**config.mk**
```make
export PLATFORM = sky130hd
export DESIGN_NAME = hsv_palette_ramp_generator_flat
export DESIGN_NICKNAME = d
export VERILOG_FILES = /design/src/sv/hpr_pkg.sv /design/src/sv/hpr_if.sv /design/src/sv/hpr_sel.sv /design/src/sv/hpr_conv.sv /design/src/sv/hsv_palette_ramp_generator.sv /design/src/flat_wrapper.sv
export SDC_FILE = /design/constraint.sdc
export NUM_CORES = 1
export LEC_CHECK = 0
export BUFFER_PORTS_ARGS = -buffer_cell sky130_fd_sc_hd__buf_2
export CORE_ASPECT_RATIO = 0.75
export CORE_UTILIZATION = 25
export DETAILED_ROUTE_END_ITERATION = 10
export HOLD_SLACK_MARGIN = 0.06
export PLACE_DENSITY = 0.36
export SKIP_LAST_GASP = 1
export SYNTH_ARGS = -nofsm -noshare
export SYNTH_HDL_FRONTEND = slang
export SYNTH_HIERARCHICAL = 1
export SYNTH_SLANG_ARGS = --single-unit
```
**constraint.sdc**
```tcl
create_clock -name clk -period 10.7 [get_ports clk]
set_input_delay 2.14 -clock clk [delete_from_list [all_inputs] [get_ports clk]]
set_output_delay 2.14 -clock clk [all_outputs]
set_load 0.02 [all_outputs]
```
**src/sv/hpr_pkg.sv**
```systemverilog
// Package of shared types and constants for the HSV palette ramp generator.
package hpr_pkg;

  localparam int unsigned CFG_IDX_W  = 2;
  localparam int unsigned CFG_DATA_W = 8;

  typedef enum logic [CFG_IDX_W-1:0] {
    CFG_RAMP_MODE  = 2'd0,
    CFG_BASE_HUE   = 2'd1,
    CFG_DESCENDING = 2'd2,
    CFG_HUE_SKIP   = 2'd3
  } hpr_cfg_idx_t;

  typedef enum logic [2:0] {
    MODE_RAINBOW  = 3'd0,
    MODE_VALUE    = 3'd1,
    MODE_SAT      = 3'd2,
    MODE_GRAY     = 3'd3,
    MODE_SPECTRUM = 3'd4
  } hpr_mode_t;

  // Hue sectors of the conversion, each 43 hue steps wide but the last, which is 41 wide.
  typedef enum logic [2:0] {
    RGN_RY = 3'd0,
    RGN_YG = 3'd1,
    RGN_GC = 3'd2,
    RGN_CB = 3'd3,
    RGN_BM = 3'd4,
    RGN_MR = 3'd5
  } hpr_region_t;

  localparam logic [7:0] SECTOR_W = 8'd43;

  typedef struct packed {
    logic [2:0] ramp_mode;
    logic [7:0] base_hue;
    logic       descending;
    logic [5:0] hue_skip;
  } hpr_cfg_t;

  typedef struct packed {
    logic [7:0] hue;
    logic [7:0] sat;
    logic [7:0] val;
    logic [7:0] idx;
  } hpr_hsv_t;

endpackage

```
**src/sv/hpr_if.sv**
```systemverilog
// Valid/ready channel interfaces for the slot input and the palette entry output.
interface hpr_slot_if;
  logic       valid;
  logic       ready;
  logic [7:0] slot;

  modport source(output valid, output slot, input ready);
  modport sink(input valid, input slot, output ready);
endinterface

interface hpr_entry_if;
  logic        valid;
  logic        ready;
  logic [7:0]  entry_index;
  logic [14:0] color_word;

  modport source(output valid, output entry_index, output color_word, input ready);
  modport sink(input valid, input entry_index, input color_word, output ready);
endinterface

```
**src/sv/hpr_sel.sv**
```systemverilog
// First pipeline stage: maps a slot and the ramp settings to hue, saturation, value and index.
module hpr_sel (
  input  logic              clk,
  input  logic              rst_n,
  input  hpr_pkg::hpr_cfg_t cfg,
  hpr_slot_if.sink          in_ch,
  output logic              hsv_valid,
  output hpr_pkg::hpr_hsv_t hsv,
  input  logic              hsv_ready
);

  logic              vld_r;
  hpr_pkg::hpr_hsv_t hsv_r;
  hpr_pkg::hpr_hsv_t hsv_nxt;
  logic              rdy;
  logic [7:0]        j;
  logic [7:0]        mirrored;
  logic [8:0]        skip_prod;
  logic [7:0]        spec_hue;

  assign rdy         = !vld_r || hsv_ready;
  assign in_ch.ready = rdy;
  assign j           = in_ch.slot - 8'd1;
  assign mirrored    = 8'd0 - in_ch.slot;
  assign skip_prod   = 9'(cfg.hue_skip) * 9'(j[7:5]);
  assign spec_hue    = cfg.base_hue + {skip_prod[5:0], 2'b00};

  always_comb begin
    hsv_nxt.hue = 8'd0;
    hsv_nxt.sat = 8'd0;
    hsv_nxt.val = 8'd0;
    hsv_nxt.idx = in_ch.slot;
    case (hpr_pkg::hpr_mode_t'(cfg.ramp_mode))
      hpr_pkg::MODE_RAINBOW: begin
        hsv_nxt.hue = j;
        hsv_nxt.sat = 8'hFF;
        hsv_nxt.val = 8'hFF;
      end
      hpr_pkg::MODE_VALUE: begin
        hsv_nxt.hue = cfg.base_hue;
        hsv_nxt.sat = 8'hFF;
        hsv_nxt.val = j;
        if (cfg.descending) begin
          hsv_nxt.idx = mirrored;
        end
      end
      hpr_pkg::MODE_SAT: begin
        hsv_nxt.hue = cfg.base_hue;
        hsv_nxt.sat = j;
        hsv_nxt.val = 8'hFF;
        if (cfg.descending) begin
          hsv_nxt.idx = mirrored;
        end
      end
      hpr_pkg::MODE_GRAY: begin
        hsv_nxt.val = in_ch.slot;
        if (cfg.descending) begin
          hsv_nxt.idx = mirrored;
        end
      end
      hpr_pkg::MODE_SPECTRUM: begin
        hsv_nxt.hue = spec_hue;
        hsv_nxt.sat = 8'hFF;
        hsv_nxt.val = {1'b1, j[4:0], 2'b00};
      end
      default: begin
        hsv_nxt.val = 8'd0;
      end
    endcase
  end

  always_ff @(posedge clk) begin
    if (!rst_n) begin
      vld_r <= 1'b0;
    end else if (rdy) begin
      vld_r <= in_ch.valid;
    end
  end

  always_ff @(posedge clk) begin
    if (rdy && in_ch.valid) begin
      hsv_r <= hsv_nxt;
    end
  end

  assign hsv_valid = vld_r;
  assign hsv       = hsv_r;

  a_rainbow_full : assert property (@(posedge clk) disable iff (!rst_n)
    (rdy && in_ch.valid && cfg.ramp_mode == hpr_pkg::MODE_RAINBOW)
      |=> (hsv_r.sat == 8'hFF && hsv_r.val == 8'hFF))
    else $error("rainbow entry without full saturation and value");

  a_mirror : assert property (@(posedge clk) disable iff (!rst_n)
    (rdy && in_ch.valid && cfg.descending &&
     (cfg.ramp_mode == hpr_pkg::MODE_VALUE || cfg.ramp_mode == hpr_pkg::MODE_SAT ||
      cfg.ramp_mode == hpr_pkg::MODE_GRAY))
      |=> (8'(hsv_r.idx + $past(in_ch.slot)) == 8'd0))
    else $error("descending index is not the mirror of the slot");

endmodule

```
**src/sv/hpr_conv.sv**
```systemverilog
// Four pipeline stages of integer HSV to RGB conversion and 555 packing.
module hpr_conv (
  input  logic              clk,
  input  logic              rst_n,
  input  logic              hsv_valid,
  input  hpr_pkg::hpr_hsv_t hsv,
  output logic              hsv_ready,
  hpr_entry_if.source       out_ch
);

  logic        vld2_r, vld3_r, vld4_r, vld5_r;
  logic        rdy2, rdy3, rdy4, rdy5;

  // Stage 2: sector, remainder and p.
  logic [2:0]  rgn2_r;
  logic [7:0]  rem2_r, p2_r, v2_r, s2_r, idx2_r;
  logic        gray2_r;
  logic [2:0]  rgn_nxt;
  logic [7:0]  base_nxt;
  logic [7:0]  off_nxt;
  logic [7:0]  rem6_nxt;
  logic [15:0] p_prod;

  // Stage 3: saturation products.
  logic [2:0]  rgn3_r;
  logic [7:0]  sr3_r, st3_r, p3_r, v3_r, idx3_r;
  logic        gray3_r;
  logic [15:0] sr_prod, st_prod;

  // Stage 4: q and t.
  logic [2:0]  rgn4_r;
  logic [7:0]  q4_r, t4_r, p4_r, v4_r, idx4_r;
  logic        gray4_r;
  logic [15:0] q_prod, t_prod;

  // Stage 5: output word.
  logic [7:0]  idx5_r;
  logic [14:0] col5_r;
  logic        gray5_r;
  logic [7:0]  red, grn, blu;
  logic [14:0] col_nxt;

  assign rdy5      = !vld5_r || out_ch.ready;
  assign rdy4      = !vld4_r || rdy5;
  assign rdy3      = !vld3_r || rdy4;
  assign rdy2      = !vld2_r || rdy3;
  assign hsv_ready = rdy2;

  always_comb begin
    if (hsv.hue < 8'd43) begin
      rgn_nxt  = hpr_pkg::RGN_RY;
      base_nxt = 8'd0;
    end else if (hsv.hue < 8'd86) begin
      rgn_nxt  = hpr_pkg::RGN_YG;
      base_nxt = hpr_pkg::SECTOR_W;
    end else if (hsv.hue < 8'd129) begin
      rgn_nxt  = hpr_pkg::RGN_GC;
      base_nxt = 8'd86;
    end else if (hsv.hue < 8'd172) begin
      rgn_nxt  = hpr_pkg::RGN_CB;
      base_nxt = 8'd129;
    end else if (hsv.hue < 8'd215) begin
      rgn_nxt  = hpr_pkg::RGN_BM;
      base_nxt = 8'd172;
    end else begin
      rgn_nxt  = hpr_pkg::RGN_MR;
      base_nxt = 8'd215;
    end
  end

  assign off_nxt  = hsv.hue - base_nxt;
  assign rem6_nxt = {off_nxt[6:0], 1'b0} + {off_nxt[5:0], 2'b00};
  assign p_prod   = 16'(hsv.val) * 16'(8'hFF - hsv.sat);

  always_ff @(posedge clk) begin
    if (!rst_n) begin
      vld2_r <= 1'b0;
    end else if (rdy2) begin
      vld2_r <= hsv_valid;
    end
  end

  always_ff @(posedge clk) begin
    if (rdy2 && hsv_valid) begin
      rgn2_r  <= rgn_nxt;
      rem2_r  <= rem6_nxt;
      p2_r    <= p_prod[15:8];
      v2_r    <= hsv.val;
      s2_r    <= hsv.sat;
      idx2_r  <= hsv.idx;
      gray2_r <= (hsv.sat == 8'd0);
    end
  end

  assign sr_prod = 16'(s2_r) * 16'(rem2_r);
  assign st_prod = 16'(s2_r) * 16'(8'hFF - rem2_r);

  always_ff @(posedge clk) begin
    if (!rst_n) begin
      vld3_r <= 1'b0;
    end else if (rdy3) begin
      vld3_r <= vld2_r;
    end
  end

  always_ff @(posedge clk) begin
    if (rdy3 && vld2_r) begin
      rgn3_r  <= rgn2_r;
      sr3_r   <= sr_prod[15:8];
      st3_r   <= st_prod[15:8];
      p3_r    <= p2_r;
      v3_r    <= v2_r;
      idx3_r  <= idx2_r;
      gray3_r <= gray2_r;
    end
  end

  assign q_prod = 16'(v3_r) * 16'(8'hFF - sr3_r);
  assign t_prod = 16'(v3_r) * 16'(8'hFF - st3_r);

  always_ff @(posedge clk) begin
    if (!rst_n) begin
      vld4_r <= 1'b0;
    end else if (rdy4) begin
      vld4_r <= vld3_r;
    end
  end

  always_ff @(posedge clk) begin
    if (rdy4 && vld3_r) begin
      rgn4_r  <= rgn3_r;
      q4_r    <= q_prod[15:8];
      t4_r    <= t_prod[15:8];
      p4_r    <= p3_r;
      v4_r    <= v3_r;
      idx4_r  <= idx3_r;
      gray4_r <= gray3_r;
    end
  end

  always_comb begin
    case (hpr_pkg::hpr_region_t'(rgn4_r))
      hpr_pkg::RGN_RY: begin
        red = v4_r; grn = t4_r; blu = p4_r;
      end
      hpr_pkg::RGN_YG: begin
        red = q4_r; grn = v4_r; blu = p4_r;
      end
      hpr_pkg::RGN_GC: begin
        red = p4_r; grn = v4_r; blu = t4_r;
      end
      hpr_pkg::RGN_CB: begin
        red = p4_r; grn = q4_r; blu = v4_r;
      end
      hpr_pkg::RGN_BM: begin
        red = t4_r; grn = p4_r; blu = v4_r;
      end
      default: begin
        red = v4_r; grn = p4_r; blu = q4_r;
      end
    endcase
    if (gray4_r) begin
      red = v4_r;
      grn = v4_r;
      blu = v4_r;
    end
    col_nxt = {red[7:3], grn[7:3], blu[7:3]};
  end

  always_ff @(posedge clk) begin
    if (!rst_n) begin
      vld5_r <= 1'b0;
    end else if (rdy5) begin
      vld5_r <= vld4_r;
    end
  end

  always_ff @(posedge clk) begin
    if (rdy5 && vld4_r) begin
      idx5_r  <= idx4_r;
      col5_r  <= col_nxt;
      gray5_r <= gray4_r;
    end
  end

  assign out_ch.valid       = vld5_r;
  assign out_ch.entry_index = idx5_r;
  assign out_ch.color_word  = col5_r;

  a_gray_equal : assert property (@(posedge clk) disable iff (!rst_n)
    (vld5_r && gray5_r)
      |-> (col5_r[14:10] == col5_r[9:5] && col5_r[9:5] == col5_r[4:0]))
    else $error("gray word with unequal channels");

  a_stall_hold : assert property (@(posedge clk) disable iff (!rst_n)
    (vld5_r && !out_ch.ready) |=> (vld5_r && $stable(col5_r) && $stable(idx5_r)))
    else $error("stalled word changed");

  a_stage_hold : assert property (@(posedge clk) disable iff (!rst_n)
    (vld4_r && !rdy5) |=> (vld4_r && $stable(q4_r) && $stable(t4_r)))
    else $error("stage four changed while held");

endmodule

```
**src/sv/hsv_palette_ramp_generator.sv**
```systemverilog
// Top level of the HSV palette ramp generator: settings registers and the five-stage pipeline.
// Takes one slot word per cycle while the output is not stalled and returns its palette
// entry through the five register stages (ramp selection, sector and p product,
// saturation products, q and t products, channel select and packing); stalls at
// the output hold every full stage without losing or repeating a word. Settings are written
// through the cfg port and take effect for slots accepted after the write.
module hsv_palette_ramp_generator (
  input  logic                                clk,
  input  logic                                rst_n,
  input  logic                                cfg_we,
  input  logic [hpr_pkg::CFG_IDX_W-1:0]       cfg_index,
  input  logic [hpr_pkg::CFG_DATA_W-1:0]      cfg_data,
  hpr_slot_if.sink                            in_ch,
  hpr_entry_if.source                         out_ch
);

  hpr_pkg::hpr_cfg_t cfg_r;
  hpr_pkg::hpr_hsv_t hsv;
  logic              hsv_valid;
  logic              hsv_ready;

  always_ff @(posedge clk) begin
    if (!rst_n) begin
      cfg_r <= '0;
    end else if (cfg_we) begin
      case (hpr_pkg::hpr_cfg_idx_t'(cfg_index))
        hpr_pkg::CFG_RAMP_MODE:  cfg_r.ramp_mode  <= cfg_data[2:0];
        hpr_pkg::CFG_BASE_HUE:   cfg_r.base_hue   <= cfg_data[7:0];
        hpr_pkg::CFG_DESCENDING: cfg_r.descending <= cfg_data[0];
        hpr_pkg::CFG_HUE_SKIP:   cfg_r.hue_skip   <= cfg_data[5:0];
        default: begin
        end
      endcase
    end
  end

  hpr_sel u_sel (
    .clk       (clk),
    .rst_n     (rst_n),
    .cfg       (cfg_r),
    .in_ch     (in_ch),
    .hsv_valid (hsv_valid),
    .hsv       (hsv),
    .hsv_ready (hsv_ready)
  );

  hpr_conv u_conv (
    .clk       (clk),
    .rst_n     (rst_n),
    .hsv_valid (hsv_valid),
    .hsv       (hsv),
    .hsv_ready (hsv_ready),
    .out_ch    (out_ch)
  );

  a_reset_idle : assert property (@(posedge clk) !$past(rst_n) |-> !out_ch.valid)
    else $error("output valid straight after reset");

endmodule
```
**src/flat_wrapper.sv**
```systemverilog
// flat-port wrapper written by rule: the top's interface ports become plain ports
module hsv_palette_ramp_generator_flat 
  (clk, rst_n, cfg_we, cfg_index, cfg_data, in_ch_valid, in_ch_slot, in_ch_ready, out_ch_valid, out_ch_entry_index, out_ch_color_word, out_ch_ready);
  hpr_slot_if in_ch_i ();
  hpr_entry_if out_ch_i ();
  input  logic clk;
  input  logic rst_n;
  input  logic cfg_we;
  input  logic [hpr_pkg::CFG_IDX_W-1:0] cfg_index;
  input  logic [hpr_pkg::CFG_DATA_W-1:0] cfg_data;
  input wire logic [$bits(in_ch_i.valid)-1:0] in_ch_valid;
  input wire logic [$bits(in_ch_i.slot)-1:0] in_ch_slot;
  output wire logic [$bits(in_ch_i.ready)-1:0] in_ch_ready;
  output wire logic [$bits(out_ch_i.valid)-1:0] out_ch_valid;
  output wire logic [$bits(out_ch_i.entry_index)-1:0] out_ch_entry_index;
  output wire logic [$bits(out_ch_i.color_word)-1:0] out_ch_color_word;
  input wire logic [$bits(out_ch_i.ready)-1:0] out_ch_ready;
  assign in_ch_i.valid = in_ch_valid;
  assign in_ch_i.slot = in_ch_slot;
  assign in_ch_ready = in_ch_i.ready;
  assign out_ch_valid = out_ch_i.valid;
  assign out_ch_entry_index = out_ch_i.entry_index;
  assign out_ch_color_word = out_ch_i.color_word;
  assign out_ch_i.ready = out_ch_ready;
  hsv_palette_ramp_generator u_core (.clk(clk), .rst_n(rst_n), .cfg_we(cfg_we), .cfg_index(cfg_index), .cfg_data(cfg_data), .in_ch(in_ch_i), .out_ch(out_ch_i));
endmodule
```
==> metrics.txt, run 1 <==
# TYPE chip_impl_metric gauge
chip_impl_info{name="result_of_the_run",value="finished, final reports clean"} 1
chip_impl_metric{name="grt_antenna_before_repair",unit=""} 0
chip_impl_info{name="yosys.area.top_type",value="sky130_fd_sc_hd__edfxtp_1"} 1
chip_impl_metric{name="timing.fmax",unit="MHz"} 159
chip_impl_metric{name="chipWidth",unit="um"} 313
chip_impl_info{name="timing.critical_path.to_type",value="flop"} 1
chip_impl_metric{name="synthesized_nets",unit=""} 2157
chip_impl_metric{name="cts_post_setup_buffers_inserted",unit=""} 0
chip_impl_info{name="cp-start-kind",value="primary input"} 1
chip_impl_metric{name="end_of_flow_core_utilization",unit="%"} 27.9
chip_impl_metric{name="placed_instance_area",unit="um^2"} 19400
chip_impl_metric{name="post-route-drc-count",unit=""} 0
chip_impl_metric{name="detail_route.vias_per_cell",unit=""} 4.21
chip_impl_metric{name="largest_net_degree_at_the_start_of_global_routing",unit=""} 42
chip_impl_info{name="setup.worst_path.class",value="primary input to flop"} 1
chip_impl_metric{name="ys_warn_count",unit=""} 6
chip_impl_info{name="clock-root-buffer",value="sky130_fd_sc_hd__clkbuf_16"} 1
chip_impl_metric{name="ctsResizeCount",unit=""} 0
chip_impl_metric{name="detailroute.via_count",unit=""} 11624
chip_impl_info{name="grt_setup_unrepaired",value="no"} 1
chip_impl_metric{name="synth-seq-area-share",unit="%"} 30.4
chip_impl_metric{name="global_route.overflow_total",unit=""} 0
chip_impl_metric{name="max_slew.worst_pin.slew",unit="ns"} 0.813
chip_impl_metric{name="hold_violations",unit=""} 0
chip_impl_info{name="largest_family_of_logic_cells_by_synthesized_area",value="adder cells"} 1
chip_impl_metric{name="postSynthCellCount",unit=""} 1763
chip_impl_metric{name="yosys_register_bits",unit=""} 191
chip_impl_metric{name="syn_to_final_growth",unit="%"} 10.5
chip_impl_metric{name="worst-path-max-fanout",unit=""} 8
chip_impl_metric{name="cts_hold_buf",unit=""} 0
chip_impl_info{name="synth.area.top_cells",value="sky130_fd_sc_hd__edfxtp_1 (28%), sky130_fd_sc_hd__fa_1 (20%), sky130_fd_sc_hd__ha_1 (13%), sky130_fd_sc_hd__inv_1 (7.3%), sky130_fd_sc_hd__nor2b_1 (4.1%)"} 1
chip_impl_metric{name="standard_cell_rows",unit=""} 85
chip_impl_info{name="tritoncts",value="yes"} 1
chip_impl_metric{name="detail_route.iter0.violations",unit=""} 523
chip_impl_metric{name="top_level_ports",unit=""} 48
chip_impl_metric{name="post-route-period-util",unit="%"} 59.0
chip_impl_metric{name="skew",unit="ns"} 0.0158
chip_impl_metric{name="buffers_on_ports",unit=""} 47
chip_impl_metric{name="setup-violations-final",unit=""} 0
chip_impl_metric{name="fin_tns_setup",unit="ns"} 0
chip_impl_metric{name="synthDominantCellAreaShare",unit="%"} 27.8
chip_impl_metric{name="fp.dieArea",unit="um^2"} 73600
chip_impl_metric{name="final-max-slew-violation-count",unit=""} 0
chip_impl_metric{name="htreeDepth",unit=""} 4
chip_impl_metric{name="finalWirelength",unit="mm"} 41.9
chip_impl_metric{name="synthXorXnorAreaFrac",unit="%"} 3.17
chip_impl_metric{name="clk_transition_reported_paths",unit="ns"} 0.08
chip_impl_metric{name="timing.slew.headroom",unit="%"} 45.8
chip_impl_metric{name="cts-root-to-sink-buffers",unit=""} 2
chip_impl_metric{name="cts-buffers-inserted",unit=""} 17
chip_impl_metric{name="period_needed",unit="ns"} 6.31
chip_impl_metric{name="setup_slack",unit="ns"} 4.39
chip_impl_metric{name="detailedPlacementHpwl",unit="mm"} 32.1
chip_impl_metric{name="first_pass_iters",unit=""} 5
chip_impl_metric{name="maxCapViolCount",unit=""} 0
chip_impl_info{name="hp-class",value="flop to flop"} 1
chip_impl_metric{name="drive_above_1_share",unit="%"} 5.77
chip_impl_info{name="synthFlopType",value="sky130_fd_sc_hd__edfxtp_1"} 1
chip_impl_metric{name="ys_async_sr_fraction",unit="%"} 0
chip_impl_metric{name="cts.sink_count",unit=""} 191
chip_impl_metric{name="gpl.final_weighted_congestion",unit=""} 0.778
chip_impl_metric{name="first_global_vias",unit=""} 12261
chip_impl_metric{name="synth-edff-count",unit=""} 168
chip_impl_metric{name="synth_simple_gate_area_share",unit="%"} 15.2
chip_impl_metric{name="synth_compound_area_share",unit="%"} 7.16
chip_impl_metric{name="detail_route.wl_per_cell",unit="um"} 15.2
chip_impl_metric{name="worstSkewPairLatency",unit="ns"} 0.46
chip_impl_metric{name="ant_nets",unit=""} 0
chip_impl_metric{name="grt_first_pass_wirelength",unit="mm"} 69.7
chip_impl_metric{name="floorplan.core_area",unit="um^2"} 71800
chip_impl_metric{name="pre_cts_ws",unit="ns"} 4.02
chip_impl_metric{name="yosys-mux-area-fraction",unit="%"} 2.49
chip_impl_metric{name="worstPathArrival",unit="ns"} 6.60
chip_impl_metric{name="synth.distinct_cells",unit=""} 71
chip_impl_metric{name="avgSynthCellArea",unit="um^2"} 10.3
chip_impl_metric{name="grt_usage",unit="%"} 12.1
chip_impl_metric{name="antenna_cells_inserted",unit=""} 0
chip_impl_metric{name="crit_required",unit="ns"} 11.00
chip_impl_metric{name="initial_util",unit="%"} 25.2
chip_impl_metric{name="synth-adder-area-share",unit="%"} 33.1
chip_impl_metric{name="nets",unit=""} 2182
chip_impl_metric{name="die-height",unit="um"} 235
chip_impl_metric{name="mappedNetlistArea",unit="um^2"} 18100
chip_impl_metric{name="design_area",unit="um^2"} 20000
## cell families (layout without fill, tap and decap cells)
kind of cell             Yosys count  in the layout
buffers and inverters            405            443
flip-flops                       191            191
XOR/XNOR                          64             64
AND/OR/NAND/NOR                  489            489
multiplexers                      45             45
AO/OA/AOI/OAI                    198            198
adder cells (fa/ha/maj)          371            371
## cell usage in the layout (no fill, tap or decap), drive strengths merged, types with 3 or more instances in the layout
cell,count
a2bb2oi,4
a31oi,3
or2,5
buf,56
nor2b,120
fa,180
nand2,78
o21bai,6
or4,5
a21boi,6
nand3b,5
and2,50
a211o,3
o22ai,16
nand3,8
o21a,4
clkbuf,19
o22a,3
clkinv,7
xor2,25
xnor2,38
o211ai,5
nor2,62
dfxtp,23
a221oi,7
o21ai,40
a21oi,54
inv,361
nand4,11
o41ai,3
a22oi,7
nand2b,118
nor3,9
and3,6
mux2i,45
a21o,21
ha,191
edfxtp,168
## path summary, 6_finish.rpt
path	to	startpoint	slack, ns	cells past startpoint
min reg2reg	u_core/u_conv/p4_r[6]	u_core/u_conv/p3_r[6]	0.41	0
max reg2reg	u_core/u_conv/p2_r[7]	u_core/u_sel/hsv[11]	5.35	16
max	u_core/u_sel/hsv[31]	in_ch_slot[2]	4.39	16
min	u_core/u_conv/p4_r[6]	u_core/u_conv/p3_r[6]	0.41	0
## metal layers
layer	part of all wire [%]	vias to the layer above	track usage [%]	wire length, um
met5	0	-	0	0
li1	-	5759	-	-
met3	2.1	15	1.72	860
met1	57	5761	19.1	23800
met2	40	89	17.2	16900
met4	0.78	0	2.20	327
## cell type report
| class | count | area [um^2] |
|---|---|---|
| clock buffer | 19 | 443 |
| inverter | 355 | 1330 |
| timing repair buffer | 56 | 303 |
| sequential | 191 | 5510 |
| clock inverter | 13 | 145 |
| multi-input combinational | 1167 | 11100 |
| fill | 7518 | 51800 |
| tap | 957 | 1200 |
## Yosys cell counts (7+ instances only)
cell,count
sky130_fd_sc_hd__inv_1,354
sky130_fd_sc_hd__ha_1,191
sky130_fd_sc_hd__fa_1,180
sky130_fd_sc_hd__edfxtp_1,168
sky130_fd_sc_hd__nor2b_1,120
sky130_fd_sc_hd__nand2b_1,118
sky130_fd_sc_hd__nand2_1,78
sky130_fd_sc_hd__nor2_1,62
sky130_fd_sc_hd__a21oi_1,53
sky130_fd_sc_hd__and2_1,49
sky130_fd_sc_hd__mux2i_1,45
sky130_fd_sc_hd__clkbuf_1,39
sky130_fd_sc_hd__xnor2_1,38
sky130_fd_sc_hd__o21ai_0,35
sky130_fd_sc_hd__xor2_1,25
sky130_fd_sc_hd__dfxtp_1,23
sky130_fd_sc_hd__a21o_1,21
sky130_fd_sc_hd__o22ai_1,16
sky130_fd_sc_hd__nand4_1,11
sky130_fd_sc_hd__nor3_1,9
sky130_fd_sc_hd__nand3_1,8
sky130_fd_sc_hd__a221oi_1,7
sky130_fd_sc_hd__a22oi_1,7
## registers in the layout (all words and copies together), names as in the netlist, 7 cells and up
name / flops
u_core/u_sel/hsv: 32
u_core/u_conv/out_ch.entry_index: 8
u_core/u_conv/idx4_r: 8
u_core/u_conv/st3_r: 8
u_core/u_conv/idx2_r: 8
u_core/u_conv/s2_r: 8
u_core/u_conv/rem2_r: 7
u_core/u_conv/idx3_r: 8
u_core/u_conv/sr3_r: 8
u_core/u_conv/out_ch.color_word: 15
u_core/u_conv/v2_r: 8
u_core/cfg_r: 18
u_core/u_conv/v3_r: 8
## metrics by stage
step	hold WS [ns]	instances
after floorplan	0.400	1763
after global placement	0.402	2726
after detailed placement	0.405	2726
after CTS	0.411	2758
after global routing	0.415	2758
final	0.405	2758
## critical path: stages
cell and delay, ns:
sky130_fd_sc_hd__buf_2 0.16, sky130_fd_sc_hd__nor3_1 0.48, sky130_fd_sc_hd__nand2_1 0.25, sky130_fd_sc_hd__xnor2_1 0.56, sky130_fd_sc_hd__nand2_1 0.17, sky130_fd_sc_hd__fa_1 0.56
sky130_fd_sc_hd__inv_1 0.04, sky130_fd_sc_hd__ha_1 0.20, sky130_fd_sc_hd__fa_1 0.43, sky130_fd_sc_hd__xor2_1 0.18, sky130_fd_sc_hd__ha_1 0.32, sky130_fd_sc_hd__a21oi_1 0.15
sky130_fd_sc_hd__o21ai_0 0.12, sky130_fd_sc_hd__and3_1 0.21, sky130_fd_sc_hd__or4_1 0.50, sky130_fd_sc_hd__o211ai_1 0.11
Power of run 1 is left out: the tool's default activity adds up to more than one toggle a clock period on the data nets, which glitch-free logic cannot reach.
==> run 2: changes to the inputs <==
- PLACE_DENSITY: 0.36 -> 0.37
- clock period: 10.7 -> 5.3 ns (I/O delays scaled with it)
==> metrics.txt, run 2 (synthesis gave the netlist of run 1 again) <==
# TYPE chip_impl_metric gauge
chip_impl_info{name="result_of_the_run",value="finished, final reports clean"} 1
chip_impl_info{name="setup.worst_path.class",value="flop to flop"} 1
chip_impl_metric{name="finalWirelength",unit="mm"} 42.0
chip_impl_info{name="hp-class",value="flop to flop"} 1
chip_impl_metric{name="period_needed",unit="ns"} 5.03
chip_impl_metric{name="drive_above_1_share",unit="%"} 7.77
chip_impl_metric{name="critical-path-max-stage-delay",unit="ns"} 0.64
chip_impl_metric{name="ant_nets",unit=""} 0
chip_impl_metric{name="worst_r2r_path_depth",unit=""} 14
chip_impl_metric{name="top_level_ports",unit=""} 48
chip_impl_metric{name="antenna_cells_inserted",unit=""} 0
chip_impl_info{name="critPathLaunch",value="u_core/u_conv/rem2_r[4]"} 1
chip_impl_info{name="grt_setup_unrepaired",value="no"} 1
chip_impl_metric{name="final-max-slew-violation-count",unit=""} 0
chip_impl_info{name="cp-start-kind",value="flop"} 1
chip_impl_metric{name="grt_first_pass_wirelength",unit="mm"} 69.8
chip_impl_metric{name="chipWidth",unit="um"} 313
chip_impl_metric{name="fp.dieArea",unit="um^2"} 73600
chip_impl_info{name="tritoncts",value="yes"} 1
chip_impl_metric{name="detail_route.wirelength.met1",unit="mm"} 23.7
chip_impl_metric{name="skew",unit="ns"} 0.0148
chip_impl_metric{name="critical_path_cell_count",unit=""} 14
chip_impl_metric{name="grt_usage",unit="%"} 12.0
chip_impl_info{name="final_common_cell",value="sky130_fd_sc_hd__inv_1"} 1
chip_impl_metric{name="detailroute.via_count",unit=""} 11671
chip_impl_metric{name="met3RoutedLength",unit="um"} 929
chip_impl_metric{name="critical_path_buf_inv_count",unit=""} 2
chip_impl_metric{name="detail_route.iter0.violations",unit=""} 509
chip_impl_metric{name="global_route.overflow_total",unit=""} 0
chip_impl_metric{name="largest_net_degree_at_the_start_of_global_routing",unit=""} 42
chip_impl_metric{name="final_cell_count_no_fill",unit=""} 2797
chip_impl_info{name="final_cell_mix",value="sky130_fd_sc_hd__inv_1 (354), sky130_fd_sc_hd__ha_1 (191), sky130_fd_sc_hd__fa_1 (180)"} 1
chip_impl_metric{name="max_slew.worst_pin.slew",unit="ns"} 0.792
chip_impl_info{name="critPathMostFrequentCell",value="sky130_fd_sc_hd__fa_1"} 1
chip_impl_metric{name="fin_tns_setup",unit="ns"} 0
chip_impl_metric{name="timing.fmax",unit="MHz"} 199
chip_impl_metric{name="initial_util",unit="%"} 25.2
chip_impl_metric{name="gpl.final_weighted_congestion",unit=""} 0.796
chip_impl_metric{name="timing.slew.headroom",unit="%"} 46.6
chip_impl_metric{name="cts-root-to-sink-buffers",unit=""} 2
chip_impl_info{name="clock-root-buffer",value="sky130_fd_sc_hd__clkbuf_16"} 1
chip_impl_metric{name="syn_to_final_growth",unit="%"} 12.3
chip_impl_metric{name="setup-violations-final",unit=""} 0
chip_impl_metric{name="die-height",unit="um"} 235
chip_impl_metric{name="cts_post_setup_buffers_inserted",unit=""} 0
chip_impl_metric{name="ctsResizeCount",unit=""} 0
chip_impl_metric{name="floorplan.core_area",unit="um^2"} 71800
chip_impl_metric{name="buffers_on_ports",unit=""} 47
chip_impl_info{name="cp_cell_sequence",value="and2_1 -> fa_1 -> ha_1 -> inv_1 -> fa_1 -> fa_1 -> inv_1 -> ha_1 -> nand4_1 -> o21ai_0 -> a221oi_1 -> o21ai_0 -> nor4b_1 -> a311oi_1"} 1
chip_impl_metric{name="grt_antenna_before_repair",unit=""} 2
chip_impl_info{name="timing.critical_path.to_type",value="flop"} 1
chip_impl_metric{name="first_global_vias",unit=""} 12446
chip_impl_metric{name="maxCapViolCount",unit=""} 0
chip_impl_metric{name="post-place-cells",unit=""} 2765
chip_impl_info{name="crit_path_end",value="u_core/u_conv/sr3_r[7]"} 1
chip_impl_metric{name="first_pass_iters",unit=""} 5
chip_impl_metric{name="detailedPlacementHpwl",unit="mm"} 33.4
chip_impl_metric{name="detail_route.vias_per_cell",unit=""} 4.17
chip_impl_metric{name="cts_hold_buf",unit=""} 0
chip_impl_metric{name="crit_required",unit="ns"} 5.56
chip_impl_info{name="routed.top_layer",value="met4"} 1
chip_impl_info{name="worst_r2r_endpoint",value="u_core/u_conv/sr3_r[7]"} 1
chip_impl_metric{name="worstPathArrival",unit="ns"} 5.30
chip_impl_metric{name="cts.sink_count",unit=""} 191
chip_impl_metric{name="ff2ff_setup_slack",unit="ns"} 0.27
chip_impl_metric{name="filler_cell_count",unit=""} 7575
chip_impl_metric{name="clk_transition_reported_paths",unit="ns"} 0.08
chip_impl_metric{name="post-route-period-util",unit="%"} 95.0
chip_impl_metric{name="wl_met2",unit="mm"} 17.1
chip_impl_metric{name="cts-buffers-inserted",unit=""} 17
chip_impl_metric{name="standard_cell_rows",unit=""} 85
chip_impl_info{name="critical-path-top-delay-family",value="adder cells"} 1
chip_impl_metric{name="detail_route.wl_per_cell",unit="um"} 15.0
chip_impl_metric{name="post-route-drc-count",unit=""} 0
chip_impl_info{name="crit-reg2reg-launch",value="u_core/u_conv/rem2_r[4]"} 1
chip_impl_info{name="critical-path-slowest-cell",value="sky130_fd_sc_hd__o21ai_0"} 1
chip_impl_metric{name="htreeDepth",unit=""} 4
chip_impl_metric{name="nets",unit=""} 2221
chip_impl_metric{name="hold_violations",unit=""} 0
chip_impl_metric{name="largest_register_ffs",unit=""} 32
chip_impl_metric{name="worst-path-max-fanout",unit=""} 12
chip_impl_metric{name="worstSkewPairLatency",unit="ns"} 0.46
-- run 2: cell count changes in the layout (fill, tap and decap cells not counted) --
cell and delta:
sky130_fd_sc_hd__inv_12 -1, sky130_fd_sc_hd__clkinv_4 -2, sky130_fd_sc_hd__clkinvlp_4 +1, sky130_fd_sc_hd__clkinv_8 +1, sky130_fd_sc_hd__buf_4 +39, sky130_fd_sc_hd__bufinv_16 +2
sky130_fd_sc_hd__clkbuf_8 -1
-- run 2: layout make-up --
| class | count | area, um^2 | share of cell area, % |
|---|---|---|---|
| clock inverters | 14 | 195 | 0.959 |
| repair buffers | 95 | 596 | 2.93 |
| inverters | 355 | 1330 | 6.55 |
| flip-flops and latches | 191 | 5510 | 27.0 |
| clock buffers | 18 | 429 | 2.11 |
| well taps | 957 | 1200 | 5.88 |
| multi-input cells | 1167 | 11100 | 54.5 |
-- run 2: metal layers --
layer | up-vias | GRT usage, %
met3 | 16 | 1.96
met4 | 0 | 2.08
met2 | 101 | 17.4
met5 | - | 0
met1 | 5723 | 18.7
li1 | 5831 | -
-- run 2: worst min-delay path by stage --
stage | end | from | cells past startpoint | slack [ns]
finish | u_core/u_conv/p4_r[4] | u_core/u_conv/p3_r[4] | 0 | 0.42
detailed placement | u_core/u_conv/idx2_r[6] | u_core/u_sel/hsv[6] | 0 | 0.40
CTS | u_core/u_conv/p4_r[6] | u_core/u_conv/p3_r[6] | 0 | 0.41
global route | u_core/u_conv/p4_r[6] | u_core/u_conv/p3_r[6] | 0 | 0.42
global placement | u_core/u_conv/p4_r[6] | u_core/u_conv/p3_r[6] | 0 | 0.40
floorplan | u_core/u_conv/gray3_r | u_core/u_conv/gray2_r | 0 | 0.40
-- run 2: stage by stage --
stage	worst slack [ns]	instance area, um^2	util [%]	hold slack [ns]
finish	0.265	20400	28.4	0.415
global route	0.0000155	20400	28.4	0.421
CTS	0.218	20400	28.4	0.411
detailed placement	0.194	19700	27.5	0.405
global placement	0.168	19700	27.5	0.401
floorplan	0.241	18100	-	0.400
Power of run 2 is left out for the same reason.
==> run 3: changes to the inputs <==
- BUFFER_PORTS_ARGS: -buffer_cell sky130_fd_sc_hd__buf_2 -> default
- DONT_BUFFER_PORTS: default -> 1
==> metrics.txt, run 3 (synthesis gave the netlist of run 1 again) <==
# TYPE chip_impl_metric gauge
chip_impl_info{name="result_of_the_run",value="finished, final reports clean"} 1
chip_impl_metric{name="floorplan.core_area",unit="um^2"} 71800
chip_impl_info{name="worst_r2r_endpoint",value="u_core/u_conv/sr3_r[7]"} 1
chip_impl_metric{name="detailroute.via_count",unit=""} 11590
chip_impl_info{name="final_common_cell",value="sky130_fd_sc_hd__inv_1"} 1
chip_impl_metric{name="drive_above_1_share",unit="%"} 5.51
chip_impl_metric{name="initial_util",unit="%"} 25.2
chip_impl_metric{name="syn_to_final_growth",unit="%"} 11.2
chip_impl_metric{name="critical_path_buf_inv_count",unit=""} 4
chip_impl_info{name="crit-reg2reg-launch",value="u_core/u_conv/rem2_r[5]"} 1
chip_impl_metric{name="cts.sink_count",unit=""} 191
chip_impl_metric{name="finalWirelength",unit="mm"} 42.8
chip_impl_info{name="tritoncts",value="yes"} 1
chip_impl_metric{name="gpl.final_weighted_congestion",unit=""} 0.773
chip_impl_metric{name="hold_violations",unit=""} 0
chip_impl_info{name="final_cell_mix",value="sky130_fd_sc_hd__inv_1 (354), sky130_fd_sc_hd__ha_1 (191), sky130_fd_sc_hd__fa_1 (180)"} 1
chip_impl_metric{name="buffers_on_ports",unit=""} 0
chip_impl_info{name="clock-root-buffer",value="sky130_fd_sc_hd__clkbuf_16"} 1
chip_impl_info{name="min_from",value="u_core/u_conv/rgn3_r[0]"} 1
chip_impl_info{name="hp-class",value="flop to flop"} 1
chip_impl_metric{name="die-height",unit="um"} 235
chip_impl_metric{name="skew",unit="ns"} 0.0149
chip_impl_metric{name="worst-path-max-fanout",unit=""} 11
chip_impl_metric{name="cts-buffers-inserted",unit=""} 17
chip_impl_metric{name="timing.slew.headroom",unit="%"} 48.4
chip_impl_info{name="critical-path-slowest-cell",value="sky130_fd_sc_hd__edfxtp_1"} 1
chip_impl_metric{name="detail_route.wl_per_cell",unit="um"} 15.5
chip_impl_metric{name="largest_net_degree_at_the_start_of_global_routing",unit=""} 42
chip_impl_metric{name="chipWidth",unit="um"} 313
chip_impl_metric{name="detail_route.iter0.violations",unit=""} 505
chip_impl_metric{name="htreeDepth",unit=""} 4
chip_impl_metric{name="clk_transition_reported_paths",unit="ns"} 0.08
chip_impl_info{name="setup.worst_path.class",value="flop to flop"} 1
chip_impl_metric{name="first_global_vias",unit=""} 12223
chip_impl_metric{name="maxCapViolCount",unit=""} 0
chip_impl_metric{name="nets",unit=""} 2178
chip_impl_metric{name="timing.fmax",unit="MHz"} 200
chip_impl_metric{name="standard_cell_rows",unit=""} 85
chip_impl_metric{name="critical-path-max-stage-delay",unit="ns"} 0.58
chip_impl_metric{name="antenna_cells_inserted",unit=""} 0
chip_impl_metric{name="ant_nets",unit=""} 0
chip_impl_metric{name="post-route-drc-count",unit=""} 0
chip_impl_metric{name="grt_usage",unit="%"} 12.1
chip_impl_metric{name="fp.dieArea",unit="um^2"} 73600
chip_impl_info{name="cp-start-kind",value="flop"} 1
chip_impl_metric{name="hold-path-cell-count",unit=""} 0
chip_impl_metric{name="post-route-period-util",unit="%"} 94.4
chip_impl_metric{name="final-max-slew-violation-count",unit=""} 0
chip_impl_info{name="hold_path_end",value="u_core/u_conv/rgn4_r[0]"} 1
chip_impl_metric{name="ff2ff_setup_slack",unit="ns"} 0.30
chip_impl_metric{name="largest_register_ffs",unit=""} 32
chip_impl_metric{name="global_route.overflow_total",unit=""} 0
chip_impl_metric{name="detailedPlacementHpwl",unit="mm"} 33.6
chip_impl_metric{name="worstSkewPairLatency",unit="ns"} 0.46
chip_impl_metric{name="setup-violations-final",unit=""} 0
chip_impl_metric{name="grt_first_pass_wirelength",unit="mm"} 69.8
chip_impl_metric{name="fin_tns_setup",unit="ns"} 0
chip_impl_metric{name="max_slew.worst_pin.slew",unit="ns"} 0.774
chip_impl_metric{name="grt_antenna_before_repair",unit=""} 0
chip_impl_metric{name="worst_r2r_path_depth",unit=""} 15
chip_impl_info{name="grt_setup_unrepaired",value="no"} 1
chip_impl_metric{name="filler_cell_count",unit=""} 7549
chip_impl_info{name="timing.critical_path.to_type",value="flop"} 1
chip_impl_metric{name="detail_route.vias_per_cell",unit=""} 4.21
chip_impl_metric{name="top_level_ports",unit=""} 48
chip_impl_metric{name="period_needed",unit="ns"} 5.00
chip_impl_metric{name="crit_required",unit="ns"} 5.49
chip_impl_metric{name="worstPathArrival",unit="ns"} 5.19
chip_impl_metric{name="first_pass_iters",unit=""} 5
chip_impl_metric{name="cts-root-to-sink-buffers",unit=""} 2
chip_impl_info{name="critical-path-top-delay-family",value="adder cells"} 1
chip_impl_info{name="cp_cell_sequence",value="and2_1 -> fa_1 -> inv_1 -> fa_1 -> inv_1 -> fa_1 -> inv_1 -> fa_1 -> inv_1 -> ha_1 -> and3_1 -> a221oi_1 -> o21ai_0 -> nor4b_1 -> a311oi_1"} 1
run 3: changes by cell type in the layout (fill, tap and decap cells not counted), sizes merged:
cell,delta
buf,-43
clkbuf,+2
clkinv,-1
inv,-1
run 3: area by class of cell:
type	instances	area (um^2)	area share [%]
well taps	957	1200	5.94
clock inverters	12	171	0.851
flip-flops and latches	191	5510	27.3
multi-input cells	1167	11100	55.1
clock buffers	20	447	2.22
inverters	355	1330	6.61
repair buffers	52	390	1.94
run 3: metrics by stage:
stage	cells	setup WS, ns	instance area, um^2	util, %	hold WS, ns
3_3_place_gp	2719	0.184	19500	27.2	0.402
2_1_floorplan	1763	0.241	18100	-	0.400
4_1_cts	2751	0.158	20100	28.0	0.407
3_5_place_dp	2719	0.179	19500	27.2	0.405
5_1_grt	2754	0.00237	20100	28.1	0.408
6_report	2754	0.296	20100	28.1	0.404
run 3: worst max path at each step:
stage	from	to	cells after the start
final	u_core/u_conv/rem2_r[5]	u_core/u_conv/sr3_r[7]	15
after global routing	u_core/u_conv/sr3_r[5]	u_core/u_conv/q4_r[6]	16
after CTS	u_core/u_conv/sr3_r[5]	u_core/u_conv/q4_r[6]	16
after detailed placement	u_core/u_conv/sr3_r[5]	u_core/u_conv/q4_r[6]	16
after global placement	u_core/u_conv/sr3_r[5]	u_core/u_conv/q4_r[6]	16
after floorplan	in_ch_slot[2]	u_core/u_sel/hsv[31]	16
run 3: metal layers:
layer  share of wire (%)  routed length (um)  GRT usage [%]
met1                  56               24000           18.9
met2                  40               17300           17.1
met5                   0                   0              0
met3                 2.7                1150           2.15
met4                0.91                 391           2.41
run 3: what timing repair did:
item / 4_1_cts / 5_1_grt
setup buffers: 0 / 3
hold buffers: 0 / 0
gates resized for setup: 0 / 1
setup endpoints to repair: 0 / 2
endpoints found under the hold margin: 0 / 0
Power of run 3 is left out for the same reason.
